===== src/hdl/reu_pkg.sv =====
// shared types and constants for the risc execute unit
package reu_pkg;

    localparam int unsigned WORD_W  = 32;
    localparam int unsigned REG_W   = 5;
    localparam int unsigned IMM_W   = 18;
    localparam int unsigned SHAMT_W = 13;
    localparam int unsigned JADDR_W = 28;
    localparam int unsigned OP_W    = 4;
    localparam int unsigned SHIFT_W = 5;

    localparam logic [WORD_W-1:0] PC_HIGH_MASK = 32'hF000_0000;
    localparam logic [WORD_W-1:0] JADDR_MASK   = 32'h0FFF_FFFF;

    typedef enum logic [OP_W-1:0] {
        OP_ADD  = 4'd0,
        OP_SUB  = 4'd1,
        OP_MULI = 4'd2,
        OP_ADDI = 4'd3,
        OP_BNE  = 4'd4,
        OP_ANDI = 4'd5,
        OP_ORI  = 4'd6,
        OP_J    = 4'd7,
        OP_SLL  = 4'd8,
        OP_SRL  = 4'd9,
        OP_LW   = 4'd10,
        OP_SW   = 4'd11
    } t_opcode;

    typedef enum logic [1:0] {
        MEM_NONE  = 2'd0,
        MEM_LOAD  = 2'd1,
        MEM_STORE = 2'd2
    } t_mem_op;

    typedef struct packed {
        logic [WORD_W-1:0] result_value;
        logic [WORD_W-1:0] mem_address;
        t_mem_op           mem_op;
        logic              writes_register;
        logic [REG_W-1:0]  dest_register;
        logic              branch_taken;
        logic [WORD_W-1:0] next_pc;
        logic              bad_opcode;
    } t_result;

endpackage


===== src/hdl/reu_alu.sv =====
// combinational decode and alu for one instruction
module reu_alu import reu_pkg::*; (
    input  logic [WORD_W-1:0] i_instruction_word,
    input  logic [WORD_W-1:0] i_operand_a,
    input  logic [WORD_W-1:0] i_operand_b,
    input  logic [WORD_W-1:0] i_operand_c,
    input  logic [WORD_W-1:0] i_pc_plus_one,
    output t_result           o_result
);

    logic [WORD_W-1:0]  imm;
    logic [WORD_W-1:0]  product;
    logic [WORD_W-1:0]  mem_sum;
    logic [SHAMT_W-1:0] shamt;
    logic               shift_big;
    logic [SHIFT_W-1:0] shift_n;

    assign imm       = {{(WORD_W-IMM_W){i_instruction_word[IMM_W-1]}},
                        i_instruction_word[IMM_W-1:0]};
    assign product   = i_operand_b * imm;
    assign mem_sum   = i_operand_b + imm;
    assign shamt     = i_instruction_word[SHAMT_W-1:0];
    assign shift_big = |shamt[SHAMT_W-1:SHIFT_W];
    assign shift_n   = shamt[SHIFT_W-1:0];

    always_comb begin
        o_result                 = '0;
        o_result.mem_op          = MEM_NONE;
        o_result.dest_register   = i_instruction_word[27:23];
        o_result.next_pc         = i_pc_plus_one;
        case (i_instruction_word[WORD_W-1 -: OP_W])
            OP_ADD: begin
                o_result.result_value    = i_operand_b + i_operand_c;
                o_result.writes_register = 1'b1;
            end
            OP_SUB: begin
                o_result.result_value    = i_operand_b - i_operand_c;
                o_result.writes_register = 1'b1;
            end
            OP_MULI: begin
                o_result.result_value    = product;
                o_result.writes_register = 1'b1;
            end
            OP_ADDI: begin
                o_result.result_value    = mem_sum;
                o_result.writes_register = 1'b1;
            end
            OP_BNE: begin
                if (i_operand_a != i_operand_b) begin
                    o_result.branch_taken = 1'b1;
                    o_result.next_pc      = i_pc_plus_one + imm;
                end
            end
            OP_ANDI: begin
                o_result.result_value    = i_operand_b & imm;
                o_result.writes_register = 1'b1;
            end
            OP_ORI: begin
                o_result.result_value    = i_operand_b | imm;
                o_result.writes_register = 1'b1;
            end
            OP_J: begin
                o_result.branch_taken = 1'b1;
                o_result.next_pc      = (i_pc_plus_one & PC_HIGH_MASK)
                                      | (i_instruction_word & JADDR_MASK);
            end
            OP_SLL: begin
                o_result.result_value    = shift_big ? '0 : (i_operand_b << shift_n);
                o_result.writes_register = 1'b1;
            end
            OP_SRL: begin
                o_result.result_value    = shift_big ? '0 : (i_operand_b >> shift_n);
                o_result.writes_register = 1'b1;
            end
            OP_LW: begin
                o_result.mem_address = mem_sum;
                o_result.mem_op      = MEM_LOAD;
            end
            OP_SW: begin
                o_result.mem_address = mem_sum;
                o_result.mem_op      = MEM_STORE;
            end
            default: begin
                o_result.bad_opcode = 1'b1;
            end
        endcase
    end

endmodule


===== src/hdl/risc_execute_unit.sv =====
// top level of the risc execute unit: input register, alu, result register
//
//  channel  direction  handshake                 payload
//  in       sink       i_in_valid / o_in_ready   instruction word, operands a b c, pc+1
//  out      source     o_out_valid / i_out_ready result, mem address/op, dest, branch, flags
//
// a result is registered in the input register and then in the result register before
// it shows on the outputs, so its output transaction comes after both registers
// one transaction per cycle is sustained while the output takes every result; the alu
// (one 32x32 multiply) sits between the input register and the result register
// synchronous active-low reset clears both valid flags; payload is not reset
// a stall on the output holds the result register, and the input register
// still takes a new transaction while it is empty
module risc_execute_unit import reu_pkg::*; (
    input  logic                     i_clk,
    input  logic                     i_rst_n,
    // input channel
    input  logic                     i_in_valid,
    output logic                     o_in_ready,
    input  logic        [WORD_W-1:0] i_instruction_word,
    input  logic signed [WORD_W-1:0] i_operand_a,
    input  logic signed [WORD_W-1:0] i_operand_b,
    input  logic signed [WORD_W-1:0] i_operand_c,
    input  logic        [WORD_W-1:0] i_pc_plus_one,
    // output channel
    output logic                     o_out_valid,
    input  logic                     i_out_ready,
    output logic signed [WORD_W-1:0] o_result_value,
    output logic signed [WORD_W-1:0] o_mem_address,
    output logic        [1:0]        o_mem_op,
    output logic                     o_writes_register,
    output logic        [REG_W-1:0]  o_dest_register,
    output logic                     o_branch_taken,
    output logic        [WORD_W-1:0] o_next_pc,
    output logic                     o_bad_opcode
);

    // input stage
    logic              r_s1_valid, n_s1_valid;
    logic [WORD_W-1:0] r_word, r_a, r_b, r_c, r_pc1;

    // result stage
    logic              r_s2_valid, n_s2_valid;
    t_result           r_res;
    t_result           alu_res;

    logic              s2_load;

    // result stage takes a new transaction when empty or being drained
    assign s2_load    = r_s1_valid && (!r_s2_valid || i_out_ready);
    assign o_in_ready = !r_s1_valid || s2_load;

    always_comb begin
        n_s1_valid = o_in_ready ? i_in_valid : r_s1_valid;
        if (s2_load) begin
            n_s2_valid = 1'b1;
        end else if (i_out_ready) begin
            n_s2_valid = 1'b0;
        end else begin
            n_s2_valid = r_s2_valid;
        end
    end

    always_ff @(posedge i_clk) begin
        if (!i_rst_n) begin
            r_s1_valid <= 1'b0;
            r_s2_valid <= 1'b0;
        end else begin
            r_s1_valid <= n_s1_valid;
            r_s2_valid <= n_s2_valid;
        end
    end

    // payload capture
    always_ff @(posedge i_clk) begin
        if (i_in_valid && o_in_ready) begin
            r_word <= i_instruction_word;
            r_a    <= i_operand_a;
            r_b    <= i_operand_b;
            r_c    <= i_operand_c;
            r_pc1  <= i_pc_plus_one;
        end
        if (s2_load) begin
            r_res <= alu_res;
        end
    end

    reu_alu u_alu (
        .i_instruction_word (r_word),
        .i_operand_a        (r_a),
        .i_operand_b        (r_b),
        .i_operand_c        (r_c),
        .i_pc_plus_one      (r_pc1),
        .o_result           (alu_res)
    );

    assign o_out_valid       = r_s2_valid;
    assign o_result_value    = r_res.result_value;
    assign o_mem_address     = r_res.mem_address;
    assign o_mem_op          = r_res.mem_op;
    assign o_writes_register = r_res.writes_register;
    assign o_dest_register   = r_res.dest_register;
    assign o_branch_taken    = r_res.branch_taken;
    assign o_next_pc         = r_res.next_pc;
    assign o_bad_opcode      = r_res.bad_opcode;

endmodule


===== config.mk =====
export PLATFORM = sky130hd
export DESIGN_NAME = risc_execute_unit
export DESIGN_NICKNAME = d
export VERILOG_FILES = /design/src/hdl/reu_pkg.sv /design/src/hdl/reu_alu.sv /design/src/hdl/risc_execute_unit.sv
export SDC_FILE = /design/constraint.sdc
export NUM_CORES = 2
export LEC_CHECK = 0
export BUFFER_PORTS_ARGS = -buffer_cell sky130_fd_sc_hd__buf_2
export CAP_MARGIN = 40
export CORE_AREA = 2 2 303 305
export DETAILED_ROUTE_END_ITERATION = 6
export DIE_AREA = 0 0 305 307
export MAX_ROUTING_LAYER = met4
export SETUP_SLACK_MARGIN = 0.2
export SYNTH_ARGS = -nofsm -noshare
export SYNTH_HDL_FRONTEND = slang
export SYNTH_SLANG_ARGS = --single-unit
export TNS_END_PERCENT = 50

===== constraint.sdc =====
create_clock -name i_clk -period 16.71 [get_ports i_clk]
set_clock_uncertainty 0.2 [all_clocks]
set_input_delay 0.8355 -clock i_clk [delete_from_list [all_inputs] [get_ports i_clk]]
set_output_delay 0.8355 -clock i_clk [all_outputs]
set_load 0.01 [all_outputs]

==> impl_metrics.json <==
{
  "drt_iter0_markers": 2613,
  "final_layout_size_suffix_gt1_share_pct": 13.0,
  "post_cts_buffers": 0,
  "worstMarginPinSlew_ns": 0.960,
  "wire_per_inst_um": 23.8,
  "avgViaCountPerCell": 5.53,
  "routabilityCongestion": 1.01,
  "coreArea_mm2": 0.0907,
  "cts_made_buffers": 31,
  "p_leak_nw": 15.7,
  "crit_top_cell": "inv_1",
  "slowest_delay_ns": 0.66,
  "drv_cap": 0,
  "dr.pass1.iters": 6,
  "yosys_most_used_dff": "edfxtp_1",
  "fin_crit_ns": 7.68,
  "finalHoldViolCount": 0,
  "nets": 4295,
  "die_w_um": 305,
  "multi_input_area_mm2": 0.0208,
  "finalMaxSlewViolations": 0,
  "area_growth_syn_to_layout_pct": 12.8,
  "route.detailed.drc": 0,
  "synthArstFlopShare_pct": 0,
  "cts_hold_buffers": 0,
  "netlist_area_mm2": 0.0313,
  "wl_um": 114000,
  "cts_tree": "yes",
  "synth.top_cells.by_count": "inv_1, nor2_1, nand2_1",
  "clk_latency_ns": 0.62,
  "synthTopCellsByArea": "edfxtp_1, fa_1, ha_1",
  "dp_hpwl_um": 86600,
  "cts_buffer_depth": 3,
  "crit_path_start_kind": "flop",
  "worstSetupEndpointType": "flop",
  "worstPathArrival_ns": 7.81,
  "cts-root-buf": "clkbuf_16",
  "postSynthAreaPerCell_um2": 9.32,
  "gr-total-overflow": 0,
  "synth_enable_flop_cells": 266,
  "antenna_found_initial": 2,
  "synth.yosys.seq_area_share_pct": 25.6,
  "fin_util_pct": 38.9,
  "ios": 272,
  "rsz0062_at_grt": "no",
  "setup_tns_ns": 0,
  "grt_max_degree": 67,
  "path_delay_family": "adder cells",
  "n_fill_cell": 9078,
  "path_max_fanout": 55,
  "rows": 111,
  "grt_pass1_wl_um": 169000,
  "crit_type": "flop to flop",
  "ff_latch_area_mm2": 0.00803,
  "syn_inst": 3360,
  "status": "complete, no violations",
  "slew_headroom_pct": 36.0,
  "fmax_mhz": 130,
  "ctsResizeCount": 0,
  "dp.cells": 4726,
  "ys_warn_count": 0,
  "dr_total_vias": 26500,
  "synth_top_cell_area_share_pct": 25.5,
  "stdcell_count": 4787,
  "yosys.cell_types.count": 78,
  "hold_class": "input port to flop",
  "ys_seq_elements": 268,
  "synth_fp_nets": 4082,
  "start_util_pct": 34.5,
  "dieHeight_um": 307,
  "yosysTopAreaCell": "edfxtp_1",
  "cp_slowest_cell": "nor4_1",
  "cts.sinks": 268,
  "grt_pass1_vias": 25900,
  "powerDensity_mw_per_mm2": 193,
  "grt_usage_pct": 24.8,
  "setup_viol": 0,
  "finalCritPeriodShare_pct": 46.0,
  "port_buffers": 271,
  "die-area_mm2": 0.0936,
  "ant_nets": 0,
  "yosysMostFrequentCell": "inv_1",
  "ir_drop_mv": 0.419,
  "path_buf_inv": 9,
  "required_ns": 16.84,
  "holdWs_ns": 0.188,
  "clk_pin_slew_ns": 0.06,
  "ctsHtreeMaxLevel": 1
}
==> where the power goes <==
group          switching, mW  internal, mW
sequential            0.0329         0.809
clock                  0.296         0.435
combinational           3.29          1.94
total                   3.62          3.18
==> layer usage <==
layer,vias to the layer above,GRT usage (%),part of all wire (%)
met3,240,5.42,10
met1,13100,31.7,39
met4,0,9.99,4.8
met2,1435,38.2,45
met5,-,-,0
li1,11700,-,-
==> logic make-up (layout without fill, tap and decap cells) <==
| logic type | after synthesis | after routing | share of synthesized area, % |
|---|---|---|---|
| AND/OR/NAND/NOR | 948 | 948 | 13.0 |
| buffers and inverters | 669 | 904 | 8.10 |
| AO/OA/AOI/OAI | 630 | 630 | 13.0 |
| adder cells (fa/ha/maj) | 558 | 558 | 30.4 |
| flip-flops | 268 | 268 | 25.6 |
| XOR/XNOR | 193 | 193 | 5.42 |
| multiplexers | 94 | 94 | 4.38 |
| other | 0 | 6 | 0 |
==> flip-flops by register name, indices dropped and copies added (netlist names), 2 cells and up <==
register         count
o_dest_register      5
o_mem_address       32
o_mem_op             2
o_next_pc           32
o_result_value      32
r_a                 32
r_b                 32
r_c                 32
r_pc1               32
r_word              32
==> layout by cell type, fill, tap and decap left out, types with 39 or more instances in the layout <==
cell,synthesis,routed
nor2_1,396,393
nand2b_1,39,39
nand2_1,347,347
buf_2,17,271
a21oi_1,138,138
a21o_1,56,56
inv_1,485,485
xor2_1,90,90
ha_1,222,222
fa_1,336,336
o21ai_0,178,178
mux2i_1,56,56
buf_4,1,72
xnor2_1,102,102
edfxtp_1,266,266
==> layout make-up <==
cell class,instances,area share (%)
Antenna cell,6,0.0425
Clock buffer,35,2.24
Clock inverter,20,0.826
Inverter,499,5.31
Multi-Input combinational cell,2423,58.9
Sequential cell,268,22.7
Tap cell,1186,4.20
Timing Repair Buffer,350,5.71
==> worst register-to-register path, delay by kind of cell, from the launching register on <==
kind | cells | cell delay [ns]
buffers and inverters | 9 | 1.21
AO/OA/AOI/OAI | 6 | 1.62
adder cells (fa/ha/maj) | 7 | 2.87
AND/OR/NAND/NOR | 4 | 1.12
flip-flops | 1 | 0.35
==> per-stage QoR <==
stage / instance area, um2 / setup WS [ns] / total power, mW
global placement: 34100 / 9.21 / 5.91
detailed placement: 34200 / 9.12 / 5.93
CTS: 35300 / 9.09 / 6.70
floorplan: 31300 / 9.14 / 4.28
finish: 35300 / 9.03 / 6.80
global route: 35300 / 8.41 / 7.32
==> worst paths after layout <==
path | startpoint | depth (start not counted) | slack [ns] | end
setup / recovery | r_word[0] | 26 | 9.03 | o_result_value[18]
hold / removal | i_operand_b[27] | 1 | 0.19 | r_b[27]
setup reg to reg | r_word[0] | 26 | 9.03 | o_result_value[18]
hold reg to reg | r_word[24] | 0 | 0.25 | o_dest_register[1]
No activity file was read; power rests on OpenSTA's default activity.
